$ cat config.mk
export PLATFORM = sky130hd
export DESIGN_NAME = prc_front
export DESIGN_NICKNAME = d
export VERILOG_FILES = /design/src/rtl/prc_pkg.sv /design/src/rtl/prc_front.sv
export SDC_FILE = /design/constraint.sdc
export NUM_CORES = 1
export LEC_CHECK = 0
export ABC_AREA = 1
export BUFFER_PORTS_ARGS = -buffer_cell sky130_fd_sc_hd__buf_2
export CAP_MARGIN = 20
export CORE_UTILIZATION = 47
export DETAILED_ROUTE_END_ITERATION = 10
export HOLD_SLACK_MARGIN = 0.03
export PLACE_DENSITY = 0.86
export SLEW_MARGIN = 20
export SYNTH_ARGS = -nofsm -noshare
export SYNTH_HDL_FRONTEND = slang
export SYNTH_SLANG_ARGS = --single-unit
$ cat constraint.sdc
create_clock -name clk -period 2.34 [get_ports clk]
set_input_delay 0.234 -clock clk [delete_from_list [all_inputs] [get_ports clk]]
set_output_delay 0.234 -clock clk [all_outputs]
set_load 0.005 [all_outputs]
$ cat src/rtl/prc_pkg.sv
// Shared types and constants of the polygon ring centroid unit
`default_nettype none
package prc_pkg;
	typedef struct packed {
		logic [31:0] geom_word;
		logic        word_valid;
		logic        last_word;
		logic        is_polygon;
	} item_t;

	typedef struct packed {
		logic [1:0]         anchor_status;
		logic signed [23:0] centroid_x;
		logic signed [23:0] centroid_y;
	} result_t;

	typedef struct packed {
		logic        start;
		logic [63:0] sum;
		logic [63:0] area;
	} div_req_t;

	typedef struct packed {
		logic        done;
		logic [23:0] quot;
	} div_rsp_t;

	localparam logic [1:0] ST_OK   = 2'd0;
	localparam logic [1:0] ST_NONE = 2'd1;
	localparam logic [1:0] ST_OVF  = 2'd2;

	localparam logic [2:0] CMD_MOVE  = 3'd1;
	localparam logic [2:0] CMD_LINE  = 3'd2;
	localparam logic [2:0] CMD_CLOSE = 3'd7;

	localparam int PADDR_BITS = 3;
	localparam logic REG_EXTENT = 1'b0;
	localparam logic REG_PIXELS = 1'b1;
	localparam logic [15:0] EXTENT_RESET = 16'd4096;
	localparam logic [12:0] PIXELS_RESET = 13'd512;

	function automatic logic [63:0] mag64(input logic [63:0] v);
		return v[63] ? (~v + 64'd1) : v;
	endfunction
endpackage
`default_nettype wire

$ cat src/rtl/prc_front.sv
// Input queue that accepts geometry items ahead of the ring engine
`default_nettype none
module prc_front import prc_pkg::*; (
	input  wire logic  clk,
	input  wire logic  arst_n,
	input  wire logic  push,
	input  wire item_t item,
	output logic       full,
	output logic       valid,
	input  wire logic  take,
	output item_t      head
);
	item_t      mem_q [2];
	logic       wptr_q, rptr_q;
	logic [1:0] cnt_q;
	logic       do_push, do_pop;

	assign full    = (cnt_q == 2'd2);
	assign valid   = (cnt_q != 2'd0);
	assign head    = mem_q[rptr_q];
	assign do_push = push && !full;
	assign do_pop  = take && valid;

	always_ff @(posedge clk) begin
		if (do_push) begin
			mem_q[wptr_q] <= item;
		end
	end

	always_ff @(posedge clk or negedge arst_n) begin
		if (!arst_n) begin
			wptr_q <= 1'b0;
			rptr_q <= 1'b0;
			cnt_q  <= 2'd0;
		end else begin
			if (do_push) begin
				wptr_q <= ~wptr_q;
			end
			if (do_pop) begin
				rptr_q <= ~rptr_q;
			end
			cnt_q <= cnt_q + {1'b0, do_push} - {1'b0, do_pop};
		end
	end
endmodule
`default_nettype wire

==> impl_metrics.tcl <==
set metrics [dict create \
    insertion_delay_ps 340 \
    hold_path_end "mem_q[1][19]" \
    cts.clk_slew.worst_paths_ps 70 \
    num_rows 27 \
    status "completed" \
    ff2ff_setup_slack_ps 710 \
    clock-sinks 74 \
    cp.required_ps 2110 \
    synth_xor_xnor_area_share 0 \
    layout_min_cycle_time_ps 1760 \
    finalWirelength_um 4520 \
    syn-cell-area_um2 2840 \
    setup_tns_ps 0 \
    vias_per_cell 4.53 \
    r2r_start "cnt_q[1]" \
    min_from "item[19]" \
    die_width_um 79.7 \
    via_count 1707 \
    vdd.ir_drop.worst_mv 0.701 \
    numCtsBuffers 9 \
    core_area_um2 5680 \
    cts_setup_buffers 0 \
    synth_fp_nets 256 \
    nNetsFinal 341 \
    clock_skew_ps 9.40 \
    cellPowerDensity_nw_per_um2 1190 \
    power_leakage_nw 1.56 \
    grt_pass1_wl_um 6980 \
    whs_ps 79.9 \
    critPathArrivalTime_ps 1520 \
    ys_seq_elements 74 \
    hpwl_um 3020 \
    muxShareOfSynthArea 0 \
    die_h_um 79.7 \
    fmax_mhz 569 \
    path_class "flip-flop to primary output" \
    avgSynthCellArea_um2 13.2 \
    whs_path_depth 1 \
    timing.slew.headroom 0.640 \
    synth_top_family_by_area "simple AND/OR/NAND/NOR gates" \
    synth.distinct_cells 12 \
    path_cells "buf_4 > nand2_1 > nand2_1 > buf_2" \
    hold_buffers 1 \
    initialDrtViolationCount 76 \
    gp_congestion 0.646 \
    numPortBuffers 75 \
    drc 0 \
    reg2reg_depth 4 \
    gr-total-overflow 0 \
    grt_max_degree 37 \
    synth-compound-area-share 0 \
    fin_util 0.615 \
    cts_tree "yes" \
    worstReg2RegEnd "mem_q[1][4]" \
    diodes 0 \
    antenna_found_initial 0 \
    grt_pass1_vias 1588 \
    critical-path-max-stage-delay_ps 640 \
    synthCells 215 \
    yosys.area_share.adder 0.00881 \
    hp-class "input port to flip-flop" \
    path_max_fanout 14 \
    die-area_um2 6360 \
    crit_path_top_delay_cell "dfrtp_1" \
    cts_root_buffer "clkbuf_8" \
    crit_top_cell "nand2_1" \
    max-clock-path-buffers 2 \
    worst_setup_path_end_kind "primary output" \
    dr.pass1.iters 4 \
    fin_crit_sh 0.751 \
    start_util 0.500 \
    cp-start-kind "flip-flop" \
    rsz0062_at_grt "no" \
    worst_pin_slew_ps 538 \
    ys_warn_count 0 \
    ioPinCount 76 \
    syn_to_final_growth_pct 22.9 \
    postRouteAntennaNets 0 \
    yosysSeqAreaShare 0.776 \
    drive_gt1_frac 0.344 \
    grt.total_usage 0.160 \
    wl_per_cell_um 12.0 \
    drv_cap 0 \
    synth-simple-area-share 0.171 \
    setup_viol 0 \
    post_cts_resize_count 0 \
    hold_viol 0 \
    h-tree-depth 3 \
    slew_violations 0 \
]
==> worst max-delay path by stage <==
stage,endpoint,start,depth (start not counted)
floorplan,mem_q[1][0],cnt_q[1],3
global placement,mem_q[1][19],cnt_q[1],4
detailed placement,mem_q[1][19],cnt_q[1],4
CTS,head[27],rptr_q,4
global route,head[15],rptr_q,4
finish,head[34],rptr_q,4
==> state kept, by name, indices dropped and copies added, names as in the netlist <==
register and count:
wptr_q 1, mem_q 70, cnt_q 2, rptr_q 1
==> area by class of cell <==
cell class                 instances  area [µm²]
sequential                        74        2200
clock inverter                     3        38.8
fill                             434        2190
timing repair buffer              81         435
multi-input combinational        124         519
clock buffer                      13         159
tap                               72        90.1
inverter                          10        45.0
==> through the flow <==
| stage | area, µm² | std cells | power (mW) | setup slack (ps) |
|---|---|---|---|---|
| detailed placement | 3280 | 360 | 3.24 | 708 |
| finish | 3490 | 377 | 4.14 | 583 |
| CTS | 3490 | 377 | 4.20 | 544 |
| global placement | 3280 | 360 | 3.18 | 788 |
| floorplan | 2840 | 215 | 2.77 | 454 |
| global route | 3490 | 377 | 4.43 | 431 |
==> logic make-up (layout without fill, tap and decap cells) <==
kind of cell	after synthesis	in the layout
adder cells (fa/ha/maj)	2	2
buffers and inverters	17	107
AND/OR/NAND/NOR	122	122
flip-flops	74	74
==> cell usage in the layout (no fill, tap or decap) <==
cell type and count:
inv_8 1, nand2_1 108, clkbuf_1 2, buf_4 4, bufinv_16 1, buf_2 75, nand3_1 3, nand2_2 10
clkbuf_8 11, dfrtp_1 4, nor2_4 1, buf_12 1, clkinv_2 1, clkinv_1 1, inv_1 9, ha_1 2
edfxtp_1 70, dlygate4sd3_1 1
==> critical path: cells and delay by family, from the launching register on <==
family,cells,cell delay [ps]
DFF,1,640
buffers and inverters,2,400
and+or+nand+nor,2,150
==> power breakdown <==
part	leakage, nW	switching, mW	internal, mW
registers	0.699	0.110	1.81
clock network	0.101	0.405	0.546
logic	0.763	0.775	0.495
==> cell usage after synthesis <==
master	number	share of area
ha_1	2	0.0088
nand2_1	108	0.14
nor2_1	1	0.0013
inv_1	9	0.012
inv_8	1	0.0040
buf_4	2	0.0053
nand2_2	10	0.022
dfrtp_1	4	0.035
buf_12	1	0.0071
buf_6	4	0.016
nand3_1	3	0.0053
edfxtp_1	70	0.74
==> layer usage <==
layer  vias to the layer above  GRT usage  share of wire
li1                        881          -              -
met4                         0     0.0800          0.019
met1                       760      0.166           0.40
met3                         9     0.0629          0.059
met2                        57      0.279           0.52
met5                         -          0              0
Power figures use the tool's default switching activity.
