$ cat config.mk
export PLATFORM = sky130hd
export DESIGN_NAME = prc_div
export DESIGN_NICKNAME = d
export VERILOG_FILES = /design/src/rtl/prc_pkg.sv /design/src/rtl/prc_div.sv
export SDC_FILE = /design/constraint.sdc
export NUM_CORES = 2
export LEC_CHECK = 0
export BUFFER_PORTS_ARGS = -buffer_cell sky130_fd_sc_hd__buf_2
export CAP_MARGIN = 40
export CELL_PAD_IN_SITES_DETAIL_PLACEMENT = 1
export CELL_PAD_IN_SITES_GLOBAL_PLACEMENT = 2
export CORE_UTILIZATION = 35
export CTS_CLUSTER_DIAMETER = 40
export DETAILED_ROUTE_END_ITERATION = 8
export GPL_TIMING_DRIVEN = 0
export PLACE_DENSITY_LB_ADDON = 0.12
export REMOVE_ABC_BUFFERS = 1
export SLEW_MARGIN = 40
export SYNTH_ARGS = -nofsm -noshare
export SYNTH_HDL_FRONTEND = slang
export SYNTH_SLANG_ARGS = --single-unit
export TNS_END_PERCENT = 30
$ cat constraint.sdc
create_clock -name clk -period 19.7 [get_ports clk]
set_input_delay 3.94 -clock clk [delete_from_list [all_inputs] [get_ports clk]]
set_output_delay 3.94 -clock clk [all_outputs]
set_load 0.02 [all_outputs]
$ cat src/rtl/prc_pkg.sv
// Shared types and constants of the polygon ring centroid unit
`default_nettype none
package prc_pkg;
	typedef struct packed {
		logic [31:0] geom_word;
		logic        word_valid;
		logic        last_word;
		logic        is_polygon;
	} item_t;

	typedef struct packed {
		logic [1:0]         anchor_status;
		logic signed [23:0] centroid_x;
		logic signed [23:0] centroid_y;
	} result_t;

	typedef struct packed {
		logic        start;
		logic [63:0] sum;
		logic [63:0] area;
	} div_req_t;

	typedef struct packed {
		logic        done;
		logic [23:0] quot;
	} div_rsp_t;

	localparam logic [1:0] ST_OK   = 2'd0;
	localparam logic [1:0] ST_NONE = 2'd1;
	localparam logic [1:0] ST_OVF  = 2'd2;

	localparam logic [2:0] CMD_MOVE  = 3'd1;
	localparam logic [2:0] CMD_LINE  = 3'd2;
	localparam logic [2:0] CMD_CLOSE = 3'd7;

	localparam int PADDR_BITS = 3;
	localparam logic REG_EXTENT = 1'b0;
	localparam logic REG_PIXELS = 1'b1;
	localparam logic [15:0] EXTENT_RESET = 16'd4096;
	localparam logic [12:0] PIXELS_RESET = 13'd512;

	function automatic logic [63:0] mag64(input logic [63:0] v);
		return v[63] ? (~v + 64'd1) : v;
	endfunction
endpackage
`default_nettype wire

$ cat src/rtl/prc_div.sv
// Scaled ratio unit: partial-product scaling and a bit-serial restoring divide
`default_nettype none
module prc_div import prc_pkg::*; (
	input  wire logic        clk,
	input  wire logic        arst_n,
	input  wire div_req_t    req,
	input  wire logic [20:0] mulp,
	input  wire logic [17:0] mula,
	output div_rsp_t         rsp
);
	typedef enum logic [7:0] {
		D_IDLE = 8'b0000_0001,
		D_NL   = 8'b0000_0010,
		D_NH   = 8'b0000_0100,
		D_DL   = 8'b0000_1000,
		D_DH   = 8'b0001_0000,
		D_CHK  = 8'b0010_0000,
		D_ITER = 8'b0100_0000,
		D_FIN  = 8'b1000_0000
	} dstate_t;

	dstate_t     state_q;
	logic [63:0] smag_q, amag_q;
	logic        neg_q, big_q;
	logic [84:0] num_q;
	logic [81:0] den_q;
	logic [82:0] rem_q;
	logic [31:0] low_q, quot_q;
	logic [4:0]  cnt_q;
	logic [31:0] m_a;
	logic [20:0] m_b;
	logic [52:0] prod;
	logic [83:0] rem2;
	logic        qbit;
	logic [31:0] lim, qsat;

	always_comb begin
		unique case (state_q)
			D_NL:    m_a = smag_q[31:0];
			D_NH:    m_a = smag_q[63:32];
			D_DL:    m_a = amag_q[31:0];
			default: m_a = amag_q[63:32];
		endcase
		m_b  = (state_q == D_NL || state_q == D_NH) ? mulp : 21'(mula);
		prod = 53'(m_a) * 53'(m_b);
		rem2 = {rem_q, low_q[31]};
		qbit = (rem2 >= 84'(den_q));
		lim  = neg_q ? 32'd8388608 : 32'd8388607;
		qsat = (big_q || quot_q > lim) ? lim : quot_q;
	end

	assign rsp.done = (state_q == D_FIN);
	assign rsp.quot = neg_q ? 24'(~qsat + 32'd1) : qsat[23:0];

	always_ff @(posedge clk) begin
		unique case (state_q)
			D_IDLE: begin
				smag_q <= mag64(req.sum);
				amag_q <= mag64(req.area);
				neg_q  <= req.sum[63] ^ req.area[63];
			end
			D_NL: num_q <= 85'(prod);
			D_NH: num_q <= num_q + (85'(prod) << 32);
			D_DL: den_q <= 82'(prod);
			D_DH: den_q <= den_q + (82'(prod) << 32);
			D_CHK: begin
				big_q <= (82'(num_q[84:32]) >= den_q);
				rem_q <= 83'(num_q[84:32]);
				low_q <= num_q[31:0];
			end
			D_ITER: begin
				rem_q  <= qbit ? 83'(rem2 - 84'(den_q)) : rem2[82:0];
				low_q  <= {low_q[30:0], 1'b0};
				quot_q <= {quot_q[30:0], qbit};
			end
			default: begin
			end
		endcase
	end

	always_ff @(posedge clk or negedge arst_n) begin
		if (!arst_n) begin
			state_q <= D_IDLE;
			cnt_q   <= 5'd0;
		end else begin
			unique case (state_q)
				D_IDLE: if (req.start) state_q <= D_NL;
				D_NL:   state_q <= D_NH;
				D_NH:   state_q <= D_DL;
				D_DL:   state_q <= D_DH;
				D_DH:   state_q <= D_CHK;
				D_CHK: begin
					cnt_q   <= 5'd0;
					state_q <= D_ITER;
				end
				D_ITER: begin
					cnt_q <= cnt_q + 5'd1;
					if (cnt_q == 5'd31) state_q <= D_FIN;
				end
				default: state_q <= D_IDLE;
			endcase
		end
	end
endmodule
`default_nettype wire

==> results.sh <==
export IMPL_status="completed"
export IMPL_grt_first_pass_wirelength_mm=296
export IMPL_synthTopCellsByCount="836 x nand2_1, 821 x inv_1, 672 x nor2_1"
export IMPL_antenna_found_initial=8
export IMPL_syn_inst=6192
export IMPL_track_usage=0.247
export IMPL_worstHoldPathType="reg2reg"
export IMPL_r2r_cells=45
export IMPL_cts_setup_buffers=0
export IMPL_slowest_stage="and4_1"
export IMPL_ys_ff_latch=457
export IMPL_dieArea_um2=158000
export IMPL_grt_pass1_vias=47819
export IMPL_finalSetupViolCount=0
export IMPL_skew_ps=74.4
export IMPL_wl_per_cell_um=23.1
export IMPL_final_fill_count=17778
export IMPL_ys_warn_count=0
export IMPL_drive_above_1_share=0.0975
export IMPL_grt_max_degree=69
export IMPL_worst_path_max_fanout=59
export IMPL_synth_top_area_frac=0.243
export IMPL_crit_path_start_kind="register"
export IMPL_timing_critical_path_slowest_cell_delay_ps=770
export IMPL_cts_tree="built"
export IMPL_cts_resized=0
export IMPL_drc=0
export IMPL_crit_cells=45
export IMPL_crit_arrival_ps=15530
export IMPL_critPathTopFamily="adder cells"
export IMPL_placed_cell_area_um2=59100
export IMPL_cts_num_sinks=457
export IMPL_path_common_cell="fa_1"
export IMPL_vias_per_cell=5.31
export IMPL_path_clk_slew_ps=50
export IMPL_die_w_um=398
export IMPL_cts_made_buffers=104
export IMPL_r2r_start="state_q[3]"
export IMPL_syn_area_um2=54800
export IMPL_rsz0062_at_grt="no"
export IMPL_fin_crit_sh=0.764
export IMPL_area_delta_synth_final_pct=14.6
export IMPL_max_freq_mhz=66.5
export IMPL_htree_levels=3
export IMPL_synth_area_leader_cell="edfxtp_1"
export IMPL_grt_ovfl_total=0
export IMPL_cts_hold_buf=0
export IMPL_port_buffers=194
export IMPL_reg2reg_slack_ps=4650
export IMPL_place_ws_ps=3810
export IMPL_synth_most_common_cell="nand2_1"
export IMPL_vias=45006
export IMPL_rr_endpoint="num_q[84]"
export IMPL_final_min_clock_period_ps=15050
export IMPL_endpoint="num_q[84]"
export IMPL_ant_nets=0
export IMPL_synth_cell_types=87
export IMPL_synth_edf_count=444
export IMPL_synthFlopType="edfxtp_1"
export IMPL_path_class="reg2reg"
export IMPL_clk_insertion_delay_late_ps=760
export IMPL_hpwl_mm=159
export IMPL_detail_route_first_pass_iterations=5
export IMPL_startpoint="state_q[3]"
export IMPL_regArea_um2=13700
export IMPL_drt_wl_total_mm=195
export IMPL_drv_slew=0
export IMPL_die_y_um=398
export IMPL_synth_async_reset_ratio=0.0284
export IMPL_synth_avg_cell_area_um2=8.85
export IMPL_cp_required_ps=20190
export IMPL_clockBufferDepth=3
export IMPL_hold_viol=0
export IMPL_gp_congestion=0.900
export IMPL_multi_input_area_um2=37600
export IMPL_io_pin_count=195
export IMPL_synth_area_leaders="edfxtp_1 24%, fa_1 21%, ha_1 9.9%, nand2_1 5.7%, inv_1 5.6%"
export IMPL_row_count=144
export IMPL_core_area_um2=155000
export IMPL_final_nets=7511
export IMPL_crit_buf_inv=9
export IMPL_maxSlewHeadroom=0.383
export IMPL_fin_area_um2=62800
export IMPL_ys_seq_area_frac=0.249
export IMPL_worst_pin_slew_ps=925
export IMPL_drv_cap=0
export IMPL_cts_root_buf="clkbuf_16"
export IMPL_drtIter0Drc=2241
export IMPL_start_util=0.354
export IMPL_end_kind="register"
export IMPL_fin_ws_ps=4650
## layer usage
layer,GRT usage,up-vias,part of all wire
met5,0,-,0.00044
met1,0.330,22850,0.46
li1,-,21121,-
met3,0.0281,240,0.034
met4,0.0697,12,0.027
met2,0.420,783,0.48
## metrics by stage
stage	utilization	cells	hold WS [ps]	TNS [ps]
after floorplan	-	5923	417	0
after global placement	0.370	8161	423	-579860
after detailed placement	0.382	8274	438	0
after CTS	0.406	8470	448	0
after global routing	0.406	8473	457	0
final	0.406	8475	443	0
## how the worst min path moves through the flow
stage	startpoint	to	slack (ps)	cells past startpoint
floorplan	quot_q[24]	quot_q[25]	420	0
global placement	quot_q[25]	quot_q[26]	420	0
detailed placement	quot_q[25]	quot_q[26]	440	0
CTS	quot_q[25]	quot_q[26]	450	0
global route	quot_q[28]	quot_q[29]	460	0
finish	quot_q[25]	quot_q[26]	440	0
## flip-flops by register name, summed over array words and instances (netlist names)
register  count
state_q       8
low_q        32
quot_q       32
den_q        82
rem_q        83
smag_q       64
num_q        85
neg_q         1
amag_q       64
big_q         1
cnt_q         5
## worst reg2reg max path, delay by kind of cell (launching register included)
family | cells | cell delay [ps]
fa+ha+maj | 9 | 4640
buf+inv | 9 | 1690
xor+xnor | 2 | 850
compound gates | 10 | 3110
flops | 1 | 410
mux | 1 | 390
simple gates | 14 | 3690
## layout by cell type (no fill, tap or decap), types with 210 or more instances in the layout
cell type / instances
a21oi_1: 315
buf_2: 210
edfxtp_1: 444
fa_1: 570
ha_1: 431
inv_1: 817
nand2_1: 832
nor2_1: 669
o21ai_0: 307
xnor2_1: 227
## area by class of cell
type / count / area share
Multi-Input combinational cell: 4643 / 0.599
Sequential cell: 457 / 0.217
Inverter: 823 / 0.0496
Clock buffer: 109 / 0.0417
Tap cell: 2044 / 0.0407
Timing Repair Buffer: 310 / 0.0348
Clock inverter: 87 / 0.0168
Antenna cell: 2 / 0.0000796
## cell families after synthesis
family | Yosys count | synth area share
flops | 457 | 0.249
mux | 72 | 0.0136
fa+ha+maj | 1002 | 0.307
simple gates | 2020 | 0.162
buf+inv | 1092 | 0.0750
xor+xnor | 333 | 0.0535
compound gates | 1216 | 0.140
Power is not shown: default switching activity piles up to over one toggle a cycle in this logic, so the estimate is an artifact.
