==> src/rtl/prc_pkg.sv <==
// Shared types and constants of the polygon ring centroid unit
`default_nettype none
package prc_pkg;
	typedef struct packed {
		logic [31:0] geom_word;
		logic        word_valid;
		logic        last_word;
		logic        is_polygon;
	} item_t;

	typedef struct packed {
		logic [1:0]         anchor_status;
		logic signed [23:0] centroid_x;
		logic signed [23:0] centroid_y;
	} result_t;

	typedef struct packed {
		logic        start;
		logic [63:0] sum;
		logic [63:0] area;
	} div_req_t;

	typedef struct packed {
		logic        done;
		logic [23:0] quot;
	} div_rsp_t;

	localparam logic [1:0] ST_OK   = 2'd0;
	localparam logic [1:0] ST_NONE = 2'd1;
	localparam logic [1:0] ST_OVF  = 2'd2;

	localparam logic [2:0] CMD_MOVE  = 3'd1;
	localparam logic [2:0] CMD_LINE  = 3'd2;
	localparam logic [2:0] CMD_CLOSE = 3'd7;

	localparam int PADDR_BITS = 3;
	localparam logic REG_EXTENT = 1'b0;
	localparam logic REG_PIXELS = 1'b1;
	localparam logic [15:0] EXTENT_RESET = 16'd4096;
	localparam logic [12:0] PIXELS_RESET = 13'd512;

	function automatic logic [63:0] mag64(input logic [63:0] v);
		return v[63] ? (~v + 64'd1) : v;
	endfunction
endpackage
`default_nettype wire

==> src/rtl/prc_back.sv <==
// Ring engine: parses words, accumulates shoelace sums, keeps best rings, emits result
`default_nettype none
module prc_back import prc_pkg::*; #(
	parameter int COORD_BITS = 16,
	parameter int VERT_COUNT_BITS = 16
) (
	input  wire logic  clk,
	input  wire logic  arst_n,
	input  wire logic  valid,
	input  wire item_t head,
	output logic       take,
	output div_req_t   dreq,
	input  wire div_rsp_t drsp,
	output logic       empty,
	input  wire logic  pop,
	output result_t    result
);
	localparam int CB = COORD_BITS;
	localparam int VB = VERT_COUNT_BITS;
	localparam int AW = 2 * CB + 1;
	localparam int BW = CB + 1;
	localparam int PW = AW + BW;

	typedef enum logic [13:0] {
		S_IDLE = 14'b00_0000_0000_0001,
		S_TAIL = 14'b00_0000_0000_0010,
		S_FIN  = 14'b00_0000_0000_0100,
		S_E1   = 14'b00_0000_0000_1000,
		S_E2   = 14'b00_0000_0001_0000,
		S_E3   = 14'b00_0000_0010_0000,
		S_E4   = 14'b00_0000_0100_0000,
		S_BEST = 14'b00_0000_1000_0000,
		S_SEL  = 14'b00_0001_0000_0000,
		S_DX   = 14'b00_0010_0000_0000,
		S_DXW  = 14'b00_0100_0000_0000,
		S_DY   = 14'b00_1000_0000_0000,
		S_DYW  = 14'b01_0000_0000_0000,
		S_OUT  = 14'b10_0000_0000_0000
	} state_t;

	typedef enum logic [1:0] {PH_CMD, PH_DX, PH_DY} phase_t;

	state_t               state_q;
	phase_t               phase_q;
	item_t                cur_q;
	logic [28:0]          pairs_q;
	logic [31:0]          held_q;
	logic signed [CB-1:0] cx_q, cy_q, fx_q, fy_q, prx_q, pry_q;
	logic signed [CB-1:0] px_q, py_q, qx_q, qy_q;
	logic [VB-1:0]        verts_q;
	logic [63:0]          area_q, sx_q, sy_q;
	logic [63:0]          bo_a_q, bo_x_q, bo_y_q, ba_a_q, ba_x_q, ba_y_q;
	logic                 ovf_q, fin_last_q, to_best_q, res_valid_q;
	logic signed [63:0]   p1_q;
	logic signed [AW-1:0] cr_q;
	logic [1:0]           status_q;
	logic [23:0]          rx_q, ry_q;
	result_t              res_q;

	logic signed [AW-1:0] mul_a, cr_next;
	logic signed [BW-1:0] mul_b;
	logic signed [PW-1:0] prod;
	logic signed [63:0]   prod64;
	logic signed [CB-1:0] nx, ny;
	logic                 ox, oy;
	logic [63:0]          sel_a, sel_x, sel_y, amag;
	logic [2:0]           cmd_id;
	logic [28:0]          cmd_cnt;

	function automatic logic signed [CB:0] move(input logic signed [CB-1:0] c,
		input logic [31:0] w);
		logic [31:0]          u;
		logic signed [33:0]   n;
		logic signed [CB-1:0] t;
		u = (w >> 1) ^ {32{w[0]}};
		n = 34'(c) + 34'(signed'(u));
		t = n[CB-1:0];
		return {(34'(t) != n), t};
	endfunction

	always_comb begin
		unique case (state_q)
			S_E1: begin
				mul_a = AW'(qy_q);
				mul_b = BW'(px_q);
			end
			S_E2: begin
				mul_a = AW'(py_q);
				mul_b = BW'(qx_q);
			end
			S_E3: begin
				mul_a = cr_q;
				mul_b = BW'(px_q) + BW'(qx_q);
			end
			default: begin
				mul_a = cr_q;
				mul_b = BW'(py_q) + BW'(qy_q);
			end
		endcase
		prod    = PW'(mul_a) * PW'(mul_b);
		prod64  = 64'(prod);
		cr_next = AW'(p1_q - prod64);
		{ox, nx} = move(cx_q, held_q);
		{oy, ny} = move(cy_q, head.geom_word);
		sel_a   = (bo_a_q != 64'd0) ? bo_a_q : ba_a_q;
		sel_x   = (bo_a_q != 64'd0) ? bo_x_q : ba_x_q;
		sel_y   = (bo_a_q != 64'd0) ? bo_y_q : ba_y_q;
		amag    = mag64(area_q);
		cmd_id  = head.geom_word[2:0];
		cmd_cnt = head.geom_word[31:3];
	end

	assign take       = (state_q == S_IDLE) && valid;
	assign dreq.start = (state_q == S_DX) || (state_q == S_DY);
	assign dreq.sum   = (state_q == S_DY) ? sel_y : sel_x;
	assign dreq.area  = sel_a;
	assign empty      = !res_valid_q;
	assign result     = res_q;

	always_ff @(posedge clk) begin
		unique case (state_q)
			S_IDLE: if (valid) cur_q <= head;
			S_E1:   p1_q <= prod64;
			S_E2:   cr_q <= cr_next;
			S_SEL:  begin
				rx_q <= 24'd0;
				ry_q <= 24'd0;
			end
			S_DXW:  if (drsp.done) rx_q <= drsp.quot;
			S_DYW:  if (drsp.done) ry_q <= drsp.quot;
			S_OUT:  if (!res_valid_q || pop) begin
				res_q.anchor_status <= status_q;
				res_q.centroid_x    <= rx_q;
				res_q.centroid_y    <= ry_q;
			end
			default: begin
			end
		endcase
		if (state_q == S_IDLE && valid && head.word_valid && phase_q == PH_DY) begin
			px_q <= prx_q;
			py_q <= pry_q;
			qx_q <= nx;
			qy_q <= ny;
		end else if (state_q == S_FIN) begin
			px_q <= prx_q;
			py_q <= pry_q;
			qx_q <= fx_q;
			qy_q <= fy_q;
		end
	end

	always_ff @(posedge clk or negedge arst_n) begin
		if (!arst_n) begin
			state_q     <= S_IDLE;
			phase_q     <= PH_CMD;
			pairs_q     <= '0;
			held_q      <= '0;
			cx_q        <= '0;
			cy_q        <= '0;
			fx_q        <= '0;
			fy_q        <= '0;
			prx_q       <= '0;
			pry_q       <= '0;
			verts_q     <= '0;
			area_q      <= '0;
			sx_q        <= '0;
			sy_q        <= '0;
			bo_a_q      <= '0;
			bo_x_q      <= '0;
			bo_y_q      <= '0;
			ba_a_q      <= '0;
			ba_x_q      <= '0;
			ba_y_q      <= '0;
			ovf_q       <= 1'b0;
			fin_last_q  <= 1'b0;
			to_best_q   <= 1'b0;
			res_valid_q <= 1'b0;
			status_q    <= ST_NONE;
		end else begin
			if (pop && res_valid_q && state_q != S_OUT) begin
				res_valid_q <= 1'b0;
			end
			unique case (state_q)
				S_IDLE: if (valid) begin
					state_q <= S_TAIL;
					if (head.word_valid) begin
						unique case (phase_q)
							PH_DX: begin
								held_q  <= head.geom_word;
								phase_q <= PH_DY;
							end
							PH_DY: begin
								cx_q    <= nx;
								cy_q    <= ny;
								prx_q   <= nx;
								pry_q   <= ny;
								ovf_q   <= ovf_q | ox | oy;
								pairs_q <= pairs_q - 29'd1;
								phase_q <= (pairs_q != 29'd1) ? PH_DX : PH_CMD;
								if (verts_q != '1) verts_q <= verts_q + VB'(1);
								if (verts_q == '0) begin
									fx_q <= nx;
									fy_q <= ny;
								end else begin
									to_best_q <= 1'b0;
									state_q   <= S_E1;
								end
							end
							default: begin
								if (cmd_id == CMD_MOVE || cmd_id == CMD_LINE) begin
									pairs_q <= cmd_cnt;
									phase_q <= (cmd_cnt != 29'd0) ? PH_DX : PH_CMD;
								end
								if (cmd_id == CMD_MOVE || cmd_id == CMD_CLOSE) begin
									state_q <= S_FIN;
								end
							end
						endcase
					end
				end
				S_TAIL: begin
					if (cur_q.last_word) begin
						fin_last_q <= 1'b1;
						state_q    <= S_FIN;
					end else begin
						state_q <= S_IDLE;
					end
				end
				S_FIN: begin
					if (verts_q >= VB'(3)) begin
						to_best_q <= 1'b1;
						state_q   <= S_E1;
					end else begin
						verts_q <= '0;
						area_q  <= '0;
						sx_q    <= '0;
						sy_q    <= '0;
						fx_q    <= '0;
						fy_q    <= '0;
						prx_q   <= '0;
						pry_q   <= '0;
						state_q <= fin_last_q ? S_SEL : S_TAIL;
					end
				end
				S_E1: state_q <= S_E2;
				S_E2: begin
					area_q  <= area_q + 64'(cr_next);
					state_q <= S_E3;
				end
				S_E3: begin
					sx_q    <= sx_q + prod64;
					state_q <= S_E4;
				end
				S_E4: begin
					sy_q    <= sy_q + prod64;
					state_q <= to_best_q ? S_BEST : S_TAIL;
				end
				S_BEST: begin
					if (area_q[63] && amag > mag64(bo_a_q)) begin
						bo_a_q <= area_q;
						bo_x_q <= sx_q;
						bo_y_q <= sy_q;
					end
					if (amag > mag64(ba_a_q)) begin
						ba_a_q <= area_q;
						ba_x_q <= sx_q;
						ba_y_q <= sy_q;
					end
					verts_q <= '0;
					area_q  <= '0;
					sx_q    <= '0;
					sy_q    <= '0;
					fx_q    <= '0;
					fy_q    <= '0;
					prx_q   <= '0;
					pry_q   <= '0;
					state_q <= fin_last_q ? S_SEL : S_TAIL;
				end
				S_SEL: begin
					priority if (!cur_q.is_polygon) begin
						status_q <= ST_NONE;
						state_q  <= S_OUT;
					end else if (ovf_q) begin
						status_q <= ST_OVF;
						state_q  <= S_OUT;
					end else if (sel_a != 64'd0) begin
						status_q <= ST_OK;
						state_q  <= S_DX;
					end else begin
						status_q <= ST_NONE;
						state_q  <= S_OUT;
					end
				end
				S_DX:  state_q <= S_DXW;
				S_DXW: if (drsp.done) state_q <= S_DY;
				S_DY:  state_q <= S_DYW;
				S_DYW: if (drsp.done) state_q <= S_OUT;
				default: begin
					if (!res_valid_q || pop) begin
						res_valid_q <= 1'b1;
						fin_last_q  <= 1'b0;
						phase_q     <= PH_CMD;
						pairs_q     <= '0;
						held_q      <= '0;
						cx_q        <= '0;
						cy_q        <= '0;
						bo_a_q      <= '0;
						bo_x_q      <= '0;
						bo_y_q      <= '0;
						ba_a_q      <= '0;
						ba_x_q      <= '0;
						ba_y_q      <= '0;
						ovf_q       <= 1'b0;
						state_q     <= S_IDLE;
					end
				end
			endcase
		end
	end
endmodule
`default_nettype wire

==> config.mk <==
export PLATFORM = sky130hd
export DESIGN_NAME = prc_back
export DESIGN_NICKNAME = d
export VERILOG_FILES = /design/src/rtl/prc_pkg.sv /design/src/rtl/prc_back.sv
export SDC_FILE = /design/constraint.sdc
export NUM_CORES = 2
export LEC_CHECK = 0
export ABC_AREA = 1
export ABC_CLOCK_PERIOD_IN_PS = 28300
export BUFFER_PORTS_ARGS = -buffer_cell sky130_fd_sc_hd__buf_2
export CORE_ASPECT_RATIO = 2
export CORE_MARGIN = 2
export CORE_UTILIZATION = 40
export DETAILED_ROUTE_END_ITERATION = 12
export GPL_ROUTABILITY_DRIVEN = 0
export MAX_ROUTING_LAYER = met4
export PLACE_DENSITY = 0.67
export SYNTH_ARGS = -nofsm -noshare
export SYNTH_HDL_FRONTEND = slang
export SYNTH_SLANG_ARGS = --single-unit
==> constraint.sdc <==
create_clock -name clk -period 28.3 [get_ports clk]
set_input_delay 0 -clock clk [delete_from_list [all_inputs] [get_ports clk]]
set_output_delay 0 -clock clk [all_outputs]
set_load 0.01 [all_outputs]
==> impl_metrics.yaml <==
route:
  via_per_inst: 5.57
  drt-wirelength-per-cell_um: 22.8
  drtPass1Iterations: 6
  wl_um: 351000
  detail-route-antenna-nets: 0
  drt_iter0_markers: 6947
  drc: 0
  vias: 86000
clock_network:
  cts.htree.levels: 3
  clock_path_buffers: 3
  cts_tree: "done"
  cts_resized: 0
  numCtsBuffers: 96
  cts-root-buf: "clkbuf_16"
  path_clk_slew_ns: 0.07
  clkLatencyLatePin_ns: 0.81
  cts_num_sinks: 1001
critical_path:
  critPathMaxFanout: 33
  cpPeakStageDelay_ns: 1.11
  worstPathRequired_ns: 28.95
  critPathKind: "reg2reg"
  arrival_ns: 15.71
  critPathSlowestCell: "nand2_1"
  end_kind: "flip-flop"
  cp-start-kind: "flip-flop"
  crit_top_cell: "nand2_1"
floorplan:
  fp-row-count: 248
  chipWidth_um: 342
  core_sq_mm: 0.228
  io_pins: 245
  start_util: 0.402
  die_area_sq_mm: 0.233
  die_h_um: 681
finish:
  syn2layout_area_growth_pct: 9.21
  instances_no_fill: 15400
  fin_area_sq_mm: 0.100
  layout_common_cells: "nand2_1, inv_1, nor2_1"
  mostFrequentLayoutCell: "nand2_1"
  layout-drive-gt1-share: 0.0663
  final_nets: 13500
timing:
  finalCritPeriodShare: 0.532
  hold_viol_final: 0
  skew_ns: 0.0855
  tightestPinTransition_ns: 1.48
  setup-violations-final: 0
  final_max_slew_viol_count: 0
  tns_ns: 0
  period_minus_slack_ns: 15.05
  fmax_mhz: 66.4
  slew_headroom: 0.0109
  rsz0062_at_grt: "no"
logic_synthesis:
  synthSimpleGateAreaFrac: 0.240
  syn_nets: 13400
  synth-edff-count: 230
  yosys_warnings: 0
  postSynth.asyncResetShare: 0.770
  synthAdderAreaFrac: 0.198
  syn_area_per_cell_sq_um: 7.50
  synthMuxAreaShare: 0.0236
  synthFlopType: "dfrtp_1"
  syn_area_sq_mm: 0.0916
  synth_compound_area_frac: 0.114
  synth_top_family_by_area: "simple AND/OR/NAND/NOR gates"
  synth_cells: 12200
  ys_seq_area_frac: 0.286
  synth.distinct_cells: 69
  synth_seq_cells: 1001
  synth-xor-area-share: 0.0438
place:
  port_buffers: 244
  place_area_sq_mm: 0.0960
  dp.cells: 15200
  hpwlAfterDp_um: 267000
grt:
  grt_remaining_overflow: 0
  grt_pass1_vias: 87500
  grt_pass1_wl_um: 524000
  antenna_found_initial: 17
  grt_usage: 0.308
  grt_max_degree: 159
hold_path:
  hp-class: "in2reg"
run_status:
  outcome: "complete, no violations"
run:
  drv_cap: 0
[flip-flops by register name (all words and copies together), names as in the netlist, 24 cells and up]
| register | cells |
|---|---|
| area_q | 64 |
| ba_a_q | 64 |
| ba_x_q | 64 |
| ba_y_q | 64 |
| bo_a_q | 64 |
| bo_x_q | 64 |
| bo_y_q | 64 |
| cr_q | 33 |
| held_q | 32 |
| p1_q | 33 |
| pairs_q | 29 |
| result | 50 |
| rx_q | 24 |
| ry_q | 24 |
| sx_q | 64 |
| sy_q | 64 |
[routing by layer]
layer	GRT usage	vias up	part of all wire
li1	-	39600	-
met2	0.516	3917	0.49
met5	-	-	0
met3	0.0682	1803	0.072
met4	0.312	0	0.13
met1	0.282	40700	0.31
[cell usage after synthesis, drive strengths merged, types with 138 or more instances]
| cell type | instances | area [sq um] |
|---|---|---|
| nand3 | 814 | 4080 |
| mux2 | 192 | 2160 |
| o21ai | 684 | 3490 |
| dfrtp | 769 | 19200 |
| inv | 1872 | 7030 |
| clkbuf | 206 | 773 |
| a21oi | 649 | 3250 |
| nand2 | 2845 | 10700 |
| edfxtp | 230 | 6910 |
| nor2 | 1358 | 5180 |
| nor3 | 138 | 716 |
| buf | 171 | 846 |
| xor2 | 372 | 3270 |
| fa | 545 | 10900 |
| ha | 575 | 7190 |
[critical path, delay by kind of cell, from the launching register on]
kind,cells,cell delay (ns)
simple gates,18,4.59
fa+ha+maj,9,4.03
compound gates,15,3.01
buf+inv,11,1.90
xor+xnor,1,0.95
flops,1,0.42
[final timing paths]
check | cells after the start | endpoint | startpoint | slack (ns)
setup reg to reg | 54 | area_q[63]$_DFFE_PN0P_ | state_q[13]$_DFFE_PN0P_ | 13.25
max in group asynchronous | 7 | bo_y_q[32]$_DFFE_PN0P_ | arst_n | 24.62
setup / recovery | 54 | area_q[63]$_DFFE_PN0P_ | state_q[13]$_DFFE_PN0P_ | 13.25
hold reg to reg | 0 | result[3]$_DFFE_PP_ | ry_q[3]$_SDFFCE_PN0P_ | 0.41
min in group asynchronous | 4 | bo_a_q[38]$_DFFE_PN0P_ | arst_n | 0.37
hold / removal | 4 | ry_q[19]$_SDFFCE_PN0P_ | drsp[19] | 0.12
[per-stage QoR]
step	setup slack, ns	hold slack [ns]	utilization
after global placement	14.14	0.0615	0.421
final	13.25	0.116	0.439
after global routing	12.57	0.119	0.439
after detailed placement	14.08	0.0589	0.421
after floorplan	17.02	-0.296	-
after CTS	14.00	0.0770	0.439
[area by class of cell]
class / instances / area, sq um
Tap cell: 3000 / 3750
Sequential cell: 1001 / 26200
Fill cell: 23400 / 128000
Inverter: 1883 / 7080
Clock buffer: 131 / 2680
Clock inverter: 48 / 623
Timing Repair Buffer: 424 / 2830
Multi-Input combinational cell: 8946 / 56800
Antenna cell: 13 / 32.5
[cell families (layout without fill, tap and decap cells)]
logic type      Yosys count  in the layout
compound gates         1821           1821
fa+ha+maj              1120           1120
other cells               0             13
xor+xnor                456            456
simple gates           5357           5357
mux                     192            192
buf+inv                2260           2486
flops                  1001           1001
[timing repair]
item / 4_1_cts / 5_1_grt
hold buffers: 68 / 0
hold endpoints to repair: 272 / 0
buffers inserted: 0 / 0
Power is left out: the tool's default activity adds up to more than one toggle a clock period on the data nets, which glitch-free logic cannot reach.
